`config.mk`:
```
export PLATFORM = sky130hd
export DESIGN_NAME = hill_cipher_block_encrypt
export DESIGN_NICKNAME = d
export VERILOG_FILES = /design/src/rtl/hcbe_pkg.sv /design/src/rtl/hcbe_mac.sv /design/src/rtl/hcbe_mod.sv /design/src/rtl/hill_cipher_block_encrypt.sv
export SDC_FILE = /design/constraint.sdc
export NUM_CORES = 1
export LEC_CHECK = 0
export ABC_CLOCK_PERIOD_IN_PS = 8400
export BUFFER_PORTS_ARGS = -buffer_cell sky130_fd_sc_hd__buf_2
export CAP_MARGIN = 10
export CORE_ASPECT_RATIO = 1.2
export CORE_MARGIN = 3
export CORE_UTILIZATION = 45
export DETAILED_ROUTE_END_ITERATION = 12
export GPL_ROUTABILITY_DRIVEN = 1
export PLACE_DENSITY = 0.71
export SYNTH_ARGS = -nofsm -noshare
export SYNTH_HDL_FRONTEND = slang
export SYNTH_HIERARCHICAL = 1
export SYNTH_SLANG_ARGS = --single-unit
```
`constraint.sdc`:
```
create_clock -name clk -period 8.4 [get_ports clk]
set_clock_uncertainty 0.1 [all_clocks]
set_input_delay 1.68 -clock clk [delete_from_list [all_inputs] [get_ports clk]]
set_output_delay 1.68 -clock clk [all_outputs]
set_load 0.005 [all_outputs]
```
`src/rtl/hcbe_pkg.sv`:
```
`timescale 1ns / 1ps

package hcbe_pkg;

  // Default largest block order.
  localparam int DEF_MAX_ORDER = 4;

  // Key matrix rows and columns that the registers hold.
  localparam int KEY_DIM = 4;

  // Symbol and register widths.
  localparam int SYM_W  = 8;
  localparam int BS_W   = 3;
  localparam int KEY_W  = 32;
  localparam int ADDR_W = 5;
  localparam int DATA_W = 32;

  // Register reset values.
  localparam logic [SYM_W-1:0] MODULUS_RST    = 8'd26;
  localparam logic [BS_W-1:0]  BLOCK_SIZE_RST = 3'd2;
  localparam logic [SYM_W-1:0] PAD_SYMBOL_RST = 8'd25;

  // Register indexes, taken from paddr[4:2].
  typedef enum logic [2:0] {
    REG_MODULUS    = 3'd0,
    REG_BLOCK_SIZE = 3'd1,
    REG_PAD_SYMBOL = 3'd2,
    REG_KEY_ROW0   = 3'd3,
    REG_KEY_ROW1   = 3'd4,
    REG_KEY_ROW2   = 3'd5,
    REG_KEY_ROW3   = 3'd6
  } reg_idx_t;

  typedef logic [KEY_W-1:0] key_rows_t [KEY_DIM];

  // Key entry at row x, column y; entries beyond the packed rows read as zero.
  function automatic logic [SYM_W-1:0] key_pick(input key_rows_t rows,
                                                input logic [3:0] x,
                                                input logic [3:0] y);
    logic [SYM_W-1:0] val;
    val = '0;
    if (x < 4'(KEY_DIM) && y < 4'(KEY_DIM)) begin
      val = rows[x[1:0]][{y[1:0], 3'b000} +: SYM_W];
    end
    return val;
  endfunction

endpackage

```
`src/rtl/hcbe_mac.sv`:
```
`timescale 1ns / 1ps

module hcbe_mac
  import hcbe_pkg::*;
#(
  parameter int ACC_W = 19
) (
  input  logic             clk,
  input  logic             clr,
  input  logic             en,
  input  logic [SYM_W-1:0] key_byte,
  input  logic [SYM_W-1:0] sym,
  output logic [ACC_W-1:0] acc
);

  logic [2*SYM_W-1:0] prod;

  assign prod = key_byte * sym;

  // One product per cycle is added into the row sum while en is high.
  always_ff @(posedge clk) begin
    if (clr) begin
      acc <= '0;
    end else if (en) begin
      acc <= acc + ACC_W'(prod);
    end
  end

endmodule

```
`src/rtl/hcbe_mod.sv`:
```
`timescale 1ns / 1ps

module hcbe_mod
  import hcbe_pkg::*;
#(
  parameter int DIV_W = 19
) (
  input  logic             clk,
  input  logic             rst,
  input  logic             start,
  input  logic [DIV_W-1:0] dividend,
  input  logic [SYM_W-1:0] modulus,
  output logic             done,
  output logic [SYM_W-1:0] rem
);

  localparam int CNT_W = $clog2(DIV_W + 1);

  logic [DIV_W-1:0] shreg;
  logic [CNT_W-1:0] cnt;
  logic             busy;
  logic [SYM_W:0]   trial;
  logic             fits;

  // Bring in the next dividend bit and test it against the modulus.
  assign trial = {rem, shreg[DIV_W-1]};
  assign fits  = trial >= {1'b0, modulus};

  // Restoring remainder, one dividend bit per cycle.
  always_ff @(posedge clk) begin
    if (rst) begin
      busy <= 1'b0;
      done <= 1'b0;
      cnt  <= '0;
    end else begin
      done <= 1'b0;
      if (start) begin
        busy  <= 1'b1;
        cnt   <= CNT_W'(DIV_W);
        shreg <= dividend;
        rem   <= '0;
      end else if (busy) begin
        shreg <= shreg << 1;
        rem   <= fits ? SYM_W'(trial - {1'b0, modulus}) : trial[SYM_W-1:0];
        cnt   <= cnt - 1'b1;
        if (cnt == CNT_W'(1)) begin
          busy <= 1'b0;
          done <= 1'b1;
        end
      end
    end
  end

endmodule

```
`src/rtl/hill_cipher_block_encrypt.sv`:
```
`timescale 1ns / 1ps

// Channel  | Dir | Fields (low bit up)                      | Item accepted when
// s_t*     | in  | tdata: symbol[7:0]; tlast: message_end    | s_tvalid & s_tready
// m_t*     | out | tdata: out_symbol[7:0]; tuser: block_last;| m_tvalid & m_tready
//          |     | tlast: message_last                       |
// APB      | in  | paddr 4*index, pwdata 32 bits             | psel&penable&pwrite
//
// An item that does not close a block leaves s_tready high. An item that
// closes a block of order n starts n rows, each worked by the single
// multiply-accumulate unit and, with a nonzero modulus, the bit-serial
// remainder unit; a zero modulus skips the remainder unit (ACC_W = 19 at the
// default order of 4). Reset clears the sequencer and loads the register
// defaults. s_tready is low from the item that closes a block until the block's
// last cipher symbol is taken; a low m_tready holds the sequencer.

module hill_cipher_block_encrypt
  import hcbe_pkg::*;
#(
  parameter int MAX_ORDER = DEF_MAX_ORDER
) (
  input  logic              clk,
  input  logic              rst,
  // Plaintext stream.
  input  logic              s_tvalid,
  output logic              s_tready,
  input  logic [7:0]        s_tdata,   // symbol[7:0]
  input  logic              s_tlast,   // message_end
  // Ciphertext stream.
  output logic              m_tvalid,
  input  logic              m_tready,
  output logic [7:0]        m_tdata,   // out_symbol[7:0]
  output logic              m_tuser,   // block_last
  output logic              m_tlast,   // message_last
  // Register port.
  input  logic              psel,
  input  logic              penable,
  input  logic              pwrite,
  input  logic [ADDR_W-1:0] paddr,
  input  logic [DATA_W-1:0] pwdata,
  output logic [DATA_W-1:0] prdata,
  output logic              pready
);

  localparam int ORD_W = $clog2(MAX_ORDER + 1);
  localparam int IDX_W = (MAX_ORDER > 1) ? $clog2(MAX_ORDER) : 1;
  localparam int ACC_W = 2 * SYM_W + $clog2(MAX_ORDER) + 1;

  typedef enum logic [2:0] {
    S_IDLE,
    S_MAC,
    S_RED,
    S_WAIT,
    S_OUT
  } state_t;

  // Configuration registers.
  logic [SYM_W-1:0] modulus;
  logic [BS_W-1:0]  block_size;
  logic [SYM_W-1:0] pad_symbol;
  key_rows_t        key_row;

  // Gathered symbols and sequencer state.
  logic [SYM_W-1:0] block_store [MAX_ORDER];
  logic [BS_W-1:0]  fill_count;
  logic [BS_W-1:0]  valid_count;
  logic             msg_end;
  state_t           state;
  logic [ORD_W-1:0] row;
  logic [ORD_W-1:0] col;

  logic [ORD_W-1:0] order;
  logic [BS_W-1:0]  fill_base;
  logic [BS_W-1:0]  fill_next;
  logic             in_acc;
  logic             closes;
  logic             row_last;
  logic [SYM_W-1:0] operand;
  logic [SYM_W-1:0] key_byte;
  logic [ACC_W-1:0] acc;
  logic [SYM_W-1:0] rem;
  logic             mod_start;
  logic             mod_done;
  logic             cfg_wr;

  // Effective order: zero acts as one, large values saturate.
  always_comb begin
    if (block_size == '0) begin
      order = ORD_W'(1);
    end else if (4'(block_size) > 4'(MAX_ORDER)) begin
      order = ORD_W'(MAX_ORDER);
    end else begin
      order = ORD_W'(block_size);
    end
  end

  // A stale count from a larger order restarts gathering.
  assign fill_base = (4'(fill_count) >= 4'(order)) ? '0 : fill_count;
  assign fill_next = fill_base + 1'b1;
  assign in_acc    = s_tvalid && s_tready;
  assign closes    = (4'(fill_next) >= 4'(order)) || s_tlast;
  assign row_last  = (row == order - 1'b1);

  assign s_tready = (state == S_IDLE);
  assign m_tvalid = (state == S_OUT);

  // Operand for this column: gathered symbol, or pad past the fill point.
  assign operand  = (4'(col) < 4'(valid_count)) ? block_store[col[IDX_W-1:0]]
                                                : pad_symbol;
  assign key_byte = key_pick(key_row, 4'(row), 4'(col));

  assign mod_start = (state == S_RED) && (modulus != '0);

  hcbe_mac #(
    .ACC_W (ACC_W)
  ) u_mac (
    .clk      (clk),
    .clr      ((state == S_IDLE) || (state == S_OUT)),
    .en       (state == S_MAC),
    .key_byte (key_byte),
    .sym      (operand),
    .acc      (acc)
  );

  hcbe_mod #(
    .DIV_W (ACC_W)
  ) u_mod (
    .clk      (clk),
    .rst      (rst),
    .start    (mod_start),
    .dividend (acc),
    .modulus  (modulus),
    .done     (mod_done),
    .rem      (rem)
  );

  // Register writes and read-back.
  assign pready = 1'b1;
  assign cfg_wr = psel && penable && pwrite && pready;

  always_ff @(posedge clk) begin
    if (rst) begin
      modulus    <= MODULUS_RST;
      block_size <= BLOCK_SIZE_RST;
      pad_symbol <= PAD_SYMBOL_RST;
      key_row    <= '{default: '0};
    end else if (cfg_wr) begin
      unique case (paddr[4:2])
        REG_MODULUS:    modulus    <= pwdata[SYM_W-1:0];
        REG_BLOCK_SIZE: block_size <= pwdata[BS_W-1:0];
        REG_PAD_SYMBOL: pad_symbol <= pwdata[SYM_W-1:0];
        REG_KEY_ROW0:   key_row[0] <= pwdata;
        REG_KEY_ROW1:   key_row[1] <= pwdata;
        REG_KEY_ROW2:   key_row[2] <= pwdata;
        REG_KEY_ROW3:   key_row[3] <= pwdata;
        default: ;
      endcase
    end
  end

  always_comb begin
    unique case (paddr[4:2])
      REG_MODULUS:    prdata = DATA_W'(modulus);
      REG_BLOCK_SIZE: prdata = DATA_W'(block_size);
      REG_PAD_SYMBOL: prdata = DATA_W'(pad_symbol);
      REG_KEY_ROW0:   prdata = key_row[0];
      REG_KEY_ROW1:   prdata = key_row[1];
      REG_KEY_ROW2:   prdata = key_row[2];
      REG_KEY_ROW3:   prdata = key_row[3];
      default:        prdata = '0;
    endcase
  end

  // Symbol store, written at the fill point.
  always_ff @(posedge clk) begin
    if (in_acc) begin
      block_store[fill_base[IDX_W-1:0]] <= s_tdata;
    end
  end

  // Sequencer: gather, then per row accumulate, reduce and emit.
  always_ff @(posedge clk) begin
    if (rst) begin
      state      <= S_IDLE;
      fill_count <= '0;
      row        <= '0;
      col        <= '0;
    end else begin
      unique case (state)
        S_IDLE: begin
          if (in_acc) begin
            if (closes) begin
              fill_count  <= '0;
              valid_count <= fill_next;
              msg_end     <= s_tlast;
              row         <= '0;
              col         <= '0;
              state       <= S_MAC;
            end else begin
              fill_count <= fill_next;
            end
          end
        end
        S_MAC: begin
          col <= col + 1'b1;
          if (col == order - 1'b1) begin
            state <= S_RED;
          end
        end
        S_RED: begin
          if (modulus == '0) begin
            m_tdata <= acc[SYM_W-1:0];
            m_tuser <= row_last;
            m_tlast <= row_last && msg_end;
            state   <= S_OUT;
          end else begin
            state <= S_WAIT;
          end
        end
        S_WAIT: begin
          if (mod_done) begin
            m_tdata <= rem;
            m_tuser <= row_last;
            m_tlast <= row_last && msg_end;
            state   <= S_OUT;
          end
        end
        S_OUT: begin
          if (m_tready) begin
            if (row_last) begin
              state <= S_IDLE;
            end else begin
              row   <= row + 1'b1;
              col   <= '0;
              state <= S_MAC;
            end
          end
        end
        default: state <= S_IDLE;
      endcase
    end
  end

endmodule
```
After elaboration in Yosys (flattened, before gate mapping)
Memory sizes are Yosys's and may differ from the RTL's. A register that Yosys moved wholly into a read port is not among the register bits.
Cells that the tools add are included.
W data, S select, Z words.
Operators by class
  $add $sub $neg: 7
  $mul: 1
  div/mod/pow operators: 0
  $lt $le $gt $ge: 8
  eq/ne operators: 20
  shift-type cells: 1
  multiplexer cells: 49
  bitwise logic cells: 3
  reduce and logical (&&, ||, !) cells: 33
Operators by type and width (count)
  $pmux W32 S7: 1
  $bmux W32 S2: 1
  $mux W32: 2
  $mux W3: 16
  $mux W8: 6
  $mux W19: 2
  $shiftx A32 B6 Y8: 1
  $add A19 B16 Y19: 1
  $reduce_and A2 Y1: 9
  $mul A8 B8 Y16: 1
  $pmux W8 S2: 1
  $pmux W3 S5: 1
  $reduce_and A5 Y1: 3
  $eq A3 B2 Y1 const B: 4
  $eq A3 B3 Y1 const B: 4
  $mux W1: 11
  $mux W5: 2
  $ne A2 B1 Y1 const B: 5
  $add A3 B1 Y3 const B: 3
  $ge A9 B8 Y1: 1
  $logic_not A3 Y1: 3
  $pmux W3 S3: 1
  $logic_not A8 Y1: 1
  $reduce_and A4 Y1: 2
  24 further kinds: 40
Storage, ports and cells
  register bits: 226
  bits in latches: 0
  bits in writable memories: 32
  memory bits (read-only): 0
  input bits: 53
  memories: 1
Memory list
  block_store: words 4, bits a word 8, read ports 1, clocked after memory_dff 1, wr ports 1, RTL line hill_cipher_block_encrypt.sv:64  | logic [SYM_W-1:0] block_store [MAX_ORDER];

Logic depth before layout (Yosys ltp)
Gate-level depths: netlist (run 1).
  depth after elaboration: 13
  gate-level depth with buffers: 22
  gate-level depth less buffers: 21

By module
Netlist (run 1), hierarchy kept.
Modules (own cells, without submodules)
  hill_cipher_block_encrypt: instances 1, cells an instance 1062, area each 10003.3 um^2, seq. area each 4604.4 um^2
  hcbe_mac: instances 1, cells an instance 425, area each 3535.9 um^2, seq. area each 380.4 um^2
  hcbe_mod: instances 1, cells an instance 162, area each 1914.3 um^2, seq. area each 950.9 um^2

Worst setup path after synthesis (run 1)
No wires, ideal clock.
  kind: register to register
  from: reg row[1]
  to: reg u_mac.acc[16]
  setup time: 0.079 ns
  arrival: 5.697 ns
  data required time: 8.221 ns
  path slack: 2.524 ns
  cell stages (with the launch flop): 20
  period minus slack after synthesis: 5.876 ns
  cells stage by stage: dfxtp_1 > buf_2 > buf_2 > mux4_2 > mux4_2 > nor2b_1 > clkbuf_1 > and2_1 > fa_1 > fa_1 > fa_1 > inv_1 > fa_1 > inv_1 > ha_1 > a21oi_1 > o21ai_0 > a21o_1 > a2111o_1 > o211ai_1
Between the ends
  longest elaborated chain between the ends: 8
RTL lines
  start, declared: RTL line hill_cipher_block_encrypt.sv:69  | logic [ORD_W-1:0] row;
  start signal, assigned: RTL line hill_cipher_block_encrypt.sv:233  | row <= row + 1'b1;
  $not A2 Y3 (not written as such): RTL line hcbe_pkg.sv:43  | val = rows[x[1:0]][{y[1:0], 3'b000} +: SYM_W];
  $bmux W32 S2: RTL line hcbe_pkg.sv:43
  $mux W32 (not written as such) (2 in a row): RTL line hcbe_pkg.sv:43
  $shiftx A32 B6 Y8: RTL line hcbe_pkg.sv:43
  $mux W8 *: RTL line hcbe_pkg.sv:42  | if (x < 4'(KEY_DIM) && y < 4'(KEY_DIM)) begin
  named net key_byte[5]: RTL line hill_cipher_block_encrypt.sv:79  | logic [SYM_W-1:0] key_byte;
  $mul A8 B8 Y16 *: RTL line hcbe_mac.sv:18  | assign prod = key_byte * sym;
  $add A19 B16 Y19 *: RTL line hcbe_mac.sv:25  | acc <= acc + ACC_W'(prod);
  end signal, assigned: RTL line hcbe_mac.sv:25
  end, declared: RTL line hcbe_mac.sv:13  | output logic [ACC_W-1:0] acc
The timed path passes the listed nets; every way through them passes the cells marked *. The select of a mux whose other input is x is not followed.
A chain may end at the register's enable or synchronous reset.

Worst setup path after layout (run 1)
  from: reg row[1]
  to: reg u_mac.acc[18]
Same word-level chain as after synthesis.

==> metrics.txt, run 1 <==
Routed WL between 40 and 50 mm; Synth Register Bits 260; vias in the first global route 12300; placed cell areas between 15000 and 20000 sq um; DR vias/cell roughly 5.7; height of the die ~210 um; CP startpoint kind flop; leakage power total 0.00675 uW; Main synth FF type dfxtp_1; antenna-violating nets left 0; Starting Density 0.461; Area growth syn-to-layout 11.0%; required time of the critical path between 8 and 9 ns; Skew-Pair Late Insertion Delay 0.55 ns; layout cells sized above 1 0.159; Crit path buffers/inverters 3; first-pass GRT wire length between 60 and 70 mm; post-synthesis mux area share 0.118; Finished Core Util 0.512; met3 wire length about 2.5 mm; syn_area_per_cell about 9.4 sq um; post-synthesis compound-gate area fraction 0.142; gr usage total 0.221; DRT Pass-1 Iters 6; sequential area share after synthesis 0.384; # diodes 0; Initial DRC Count roughly 790; setup TNS 0 ns; Synth cell types 87; postcts setup bufs 0; fin crit share 0.798; initial antenna violation count 4; # clock sinks between 200 and 300; Syn Inst Count approximately 1600; RSZ-0062 raised after global routing false; Synth Area in Simple Gates 0.170; outcome complete, no violations; crit path time final about 6.7 ns; grt ovf 0; main combinational cell family by area after synthesis simple AND/OR/NAND/NOR gates; Residual DRC 0; core area between 30000 and 40000 sq um; PD cells approximately 170 nW/um^2; DR WL/cell around 19 um; Slew HR 0.241; final RePlAce weighted congestion between 0.9 and 1; CTS max path bufs 3; met1 wire length approximately 16 mm; Critical Path Max Stage Delay a little over 0.8 ns; number of flops mapped to enable cells by yosys 73; Crit Path Category flop to flop; post-route cell area about 17000 sq um; hold violation count in the final report 0; CP top delay family adder cells; # rows between 70 and 80; CP max FO 20; Slew @ Worst Pin 1.13 ns; WHS 0.367 ns; asr flop ratio synth 0; Top Metal Used met5; FILL cells 3004; NumNets Final 1856; DR vias 12300; Post-Syn Area 15500 sq um; CTS tree built; xor and xnor fraction of the mapped netlist area 0.00891; clock root cell clkbuf_16; max_cap viols 0; CTS Buf Count 26; yosys warns 6; worst-path cell chain buf_4, mux4_2, mux4_2, nor2b_1, and2_1, fa_1, fa_1, inv_1, fa_1, fa_1, inv_1, ha_1, and2_4, a221oi_4, a211oi_2, or4_1, nand4b_1; clk slew on worst S/H paths 0.06 ns; chip width 175 um; Post-CTS Hold Fix Bufs 0; Top-Level Pins between 90 and 100; Met2 Wirelength just over 20 mm; worst vdd ir 183 uV; post-cts resize count 0; CP most frequent cell fa_1; Crit-path slowest cell dfxtp_2; worst hold path type flop to flop; H-Tree Depth 1; final setup fails 0; adder-cell share of the synthesized area 0.119; syn nets between 1500 and 2000; crit end category flop; pin count of the biggest net entering global routing 81; Peak Freq between 100 and 150 MHz; Slew Limit Fails 0; Critical Path AT 7.09 ns; full die area roughly 37000 sq um; port bufs 94; Final HPWL DP ~29 mm
placed cells by master (no fill, tap or decap), drive strengths merged, types with 7 or more instances in the layout:
cell type / netlist / routed
mux4: 50 / 50
inv: 126 / 127
buf: 30 / 113
a31oi: 7 / 7
mux2i: 24 / 24
nor2: 60 / 60
clkinv: 0 / 7
mux2: 38 / 38
a211oi: 13 / 13
ha: 65 / 65
a21o: 10 / 10
o21ai: 26 / 26
nand2: 357 / 357
nor3: 17 / 17
o21a: 7 / 7
fa: 51 / 51
nand3: 10 / 10
a21oi: 173 / 173
or4: 12 / 12
and3: 13 / 13
clkbuf: 73 / 29
xnor2: 8 / 8
nand2b: 12 / 12
nor2b: 23 / 23
a211o: 10 / 10
and2: 42 / 42
dfxtp: 187 / 187
a22oi: 56 / 56
edfxtp: 73 / 73
nor3b: 8 / 8
per-layer routing:
metal / global-route usage / vias up
met5: 0 / -
met2: 0.383 / 435
met4: 0.113 / 8
li1: - / 5818
met1: 0.263 / 5934
met3: 0.0353 / 116
cell usage after synthesis, types with 11 or more instances:
cell      instances  area [sq um]
dfxtp_1         187          3740
and2_1           40           250
mux2i_1          24           240
buf_2            11          55.1
and3_1           12          75.1
a22oi_1          56           420
or4_1            11          82.6
inv_1           125           469
a21oi_1         173           866
edfxtp_1         73          2190
ha_1             65           813
clkbuf_1         73           274
buf_1            11          41.3
mux2_2           38           428
nand2b_1         12          75.1
nor2_1           60           225
o21ai_0          25           125
nor2b_1          21           131
nand2_1         357          1340
mux4_2           44           991
nor3_1           14          70.1
fa_1             51          1020
registers in the layout, indices dropped and copies added (netlist names), 5 cells and up, named ones only:
register and flops:
u_mod/cnt 5, pad_symbol 8, u_mod/rem 8, u_mac/acc 19, m_tdata 8, modulus 8
block_store 32, u_mod/shreg 19, key_row 128
cell type report:
type	instances	area [sq um]	share of cell area
sequential	260	5940	0.346
multi-input combinational	1160	8630	0.503
clock inverter	19	254	0.0148
inverter	126	473	0.0276
clock buffer	29	683	0.0398
timing repair buffer	113	616	0.0359
tap	450	563	0.0328
power breakdown:
group          switching (uW)  internal, uW
Combinational             157          88.4
Clock                     509           770
Sequential               23.7          1310
Total                     690          2170
cell families after synthesis:
group / Yosys count
simple gates: 573
compound gates: 344
flops: 260
buf+inv: 229
fa+ha+maj: 116
mux: 112
xor+xnor: 14
other cells: 1
worst register-to-register path, stage by stage (launching register included):
cell and delay, ns:
dfxtp_2 0.81, buf_4 0.34, mux4_2 0.56, mux4_2 0.51, nor2b_1 0.26, and2_1 0.22
fa_1 0.45, fa_1 0.54, inv_1 0.06, fa_1 0.48, fa_1 0.56, inv_1 0.04
ha_1 0.35, and2_4 0.17, a221oi_4 0.37, a211oi_2 0.18, or4_1 0.55, nand4b_1 0.11
per-stage QoR:
step / setup slack (ns) / cells / total power, uW
floorplan: 2.52 / 1649 / 1520
global placement: 1.75 / 2109 / 1600
detailed placement: 1.67 / 2109 / 1610
CTS: 1.66 / 2157 / 2880
global route: 1.39 / 2157 / 2950
finish: 1.70 / 2157 / 2860
worst paths after layout:
kind	slack (ns)	startpoint	to	cells after the start
max	1.70	row[1]$_SDFFE_PP0P_	u_mac/acc[18]$_SDFFE_PP0P_	17
min reg2reg	0.37	key_row[12]$_SDFFE_PP0P_	key_row[12]$_SDFFE_PP0P_	2
min	0.37	key_row[12]$_SDFFE_PP0P_	key_row[12]$_SDFFE_PP0P_	2
max reg2reg	1.70	row[1]$_SDFFE_PP0P_	u_mac/acc[18]$_SDFFE_PP0P_	17
Power figures use the tool's default switching activity.
==> inputs of run 2 (changes only) <==
ABC_CLOCK_PERIOD_IN_PS = 6650   (was 8400)
clock period = 6.65 ns   (was 8.4 ns; I/O delays follow)
==> metrics.txt, run 2 (synthesis results as in run 1) <==
fin worst setup slack 0.198 ns (-1.50 ns); Top-Level Pins 98 (unchanged); commonest non-fill, non-tap cell in the layout nand2_1; dpl cells 2116 (+0.33%); FILL cells 3045 (+1.4%); Most flops, register key_row; worst-path cell chain buf_4, mux4_1, mux4_2, nor2b_1, and2_1, fa_1, fa_1, fa_1, inv_1, fa_1, inv_1, ha_1, a21oi_1, o21ai_0, a21o_1, a2111o_1, o211ai_1; Crit-path slowest cell dfxtp_1; hold violation count in the final report 0 (unchanged); CTS Buf Count 26 (unchanged); most frequent cells in the layout 357 x nand2_1, 186 x dfxtp_1, 173 x a21oi_1; Critical Path Max Stage Delay 0.65 ns (-0.16 ns); full die area 36600 sq um (unchanged); CP startpoint kind flop; Initial DRC Count 880 (+11%); post-cts resize count 0 (unchanged); final RePlAce weighted congestion 0.946 (+0.97%); layout cells sized above 1 0.158 (-0.000648); max_cap viols 0 (unchanged); H-Tree Depth 1 (unchanged); non-filler cells, final 2166 (+0.42%); initial antenna violation count 8 (+4); final setup fails 0 (unchanged); Peak Freq 155 MHz (+3.9%); Hold Startpoint key_row[74]$_SDFFE_PP0P_; worst vdd ir 214 uV (+17%); fin crit share 0.970 (+0.172); WHS 0.369 ns (+0.00198 ns); Crit Path Category flop to flop; NumNets Final 1863 (+0.38%); # clock sinks 260 (unchanged); core area 33500 sq um (unchanged); worst hold path type flop to flop; grt ovf 0 (unchanged); required time of the critical path 7.03 ns (-1.76 ns); Starting Density 0.461 (unchanged); port bufs 94 (unchanged); Largest register FFs 128 (unchanged); setup TNS 0 ns (unchanged); chip width 175 um (unchanged); leakage power total 0.00674 uW (-0.13%); Area growth syn-to-layout 10.8%; FF/Latch Area 5940 sq um (unchanged); Slew @ Worst Pin 1.18 ns (+0.0441 ns); antenna-violating nets left 0 (unchanged); Crit. Startpoint row[0]$_SDFFE_PP0P_; CTS tree built; worst slack at placement 0.261 ns (-1.41 ns); Slew HR 0.214 (-0.0266); DR WL/cell 18.8 um (-0.40%); # rows 73 (unchanged); Post-CTS Hold Fix Bufs 0 (unchanged); PD cells 200 nW/um^2 (+20%); RSZ-0062 raised after global routing false; crit end category flop; CP most frequent cell fa_1; Critical Path AT 6.83 ns (-0.26 ns); DRT Pass-1 Iters 6 (unchanged); postcts setup bufs 0 (unchanged); vias in the first global route 12500 (+1.6%); Crit Reg-Reg Startpoint row[0]$_SDFFE_PP0P_; Routed WL 40.8 mm (about the same); DR vias/cell 5.73 (+0.35%); crit path time final 6.45 ns (-0.252 ns); CP max FO 9 (-55%); CTS max path bufs 3 (unchanged); gr usage total 0.219 (-0.00133); height of the die 209 um (unchanged); pin count of the biggest net entering global routing 76 (-6.2%); Residual DRC 0 (unchanged); area of the multi-input gates 8630 sq um (unchanged); Overall Power 3420 uW (+20%); first-pass GRT wire length 65.4 mm (-0.16%); Final HPWL DP 29.0 mm (+1.2%); DR vias 12400 (+0.77%); clk slew on worst S/H paths 0.07 ns (about the same); Slew Limit Fails 0 (unchanged); clock root cell clkbuf_16; outcome complete, no violations; Skew-Pair Late Insertion Delay 0.55 ns (about the same)
run 2: cell count changes in the layout (fill, tap and decap cells not counted), sizes merged:
| cell | delta |
|---|---|
| bufinv | -6 |
| clkinv | -4 |
| clkinvlp | -4 |
| buf | +7 |
| diode | +2 |
| clkbuf | +14 |
run 2: area by class of cell:
cell class / instances / area share
tap: 450 / 0.0329
timing repair buffer: 120 / 0.0405
clock buffer: 43 / 0.0459
antenna: 2 / 0.000292
sequential: 260 / 0.347
clock inverter: 5 / 0.00183
multi-input combinational: 1160 / 0.504
inverter: 126 / 0.0276
run 2: metal layers:
metal | vias to the layer above | part of all wire | global-route usage
met2 | 455 | 0.52 | 0.401
met3 | 91 | 0.068 | 0.0354
met5 | - | 0.0019 | 0
met4 | 12 | 0.030 | 0.0773
met1 | 6022 | 0.38 | 0.258
li1 | 5826 | - | -
run 2: where the power goes:
group	switching (uW)	internal, uW	leakage (uW)	total [uW]
logic	201	113	0.00417	314
registers	28.0	1660	0.00217	1690
clock network	621	805	0.000398	1430
total	850	2580	0.00674	3420
run 2: final timing paths:
check             slack [ns]  depth (start not counted)                         end
setup reg to reg        0.20                         17  u_mac/acc[16]$_SDFFE_PP0P_
setup / recovery        0.20                         17  u_mac/acc[16]$_SDFFE_PP0P_
hold reg to reg         0.37                          2    key_row[74]$_SDFFE_PP0P_
hold / removal          0.37                          2    key_row[74]$_SDFFE_PP0P_
run 2: metrics by stage:
stage                     instance area (sq um)  utilization
final                                     17100        0.511
after global routing                      17100        0.511
after CTS                                 17100        0.511
after detailed placement                  16300        0.486
after global placement                    16300        0.486
after floorplan                           15500            -
run 2: worst max-delay path, delay by kind of cell, from the launching register on:
family / cells / cell delay, ns
AOI/OAI and AO/OA: 5 / 1.29
and+or+nand+nor: 2 / 0.46
buffers and inverters: 3 / 0.39
DFF: 1 / 0.65
muxes: 2 / 1.11
adders and majority gates: 5 / 2.37
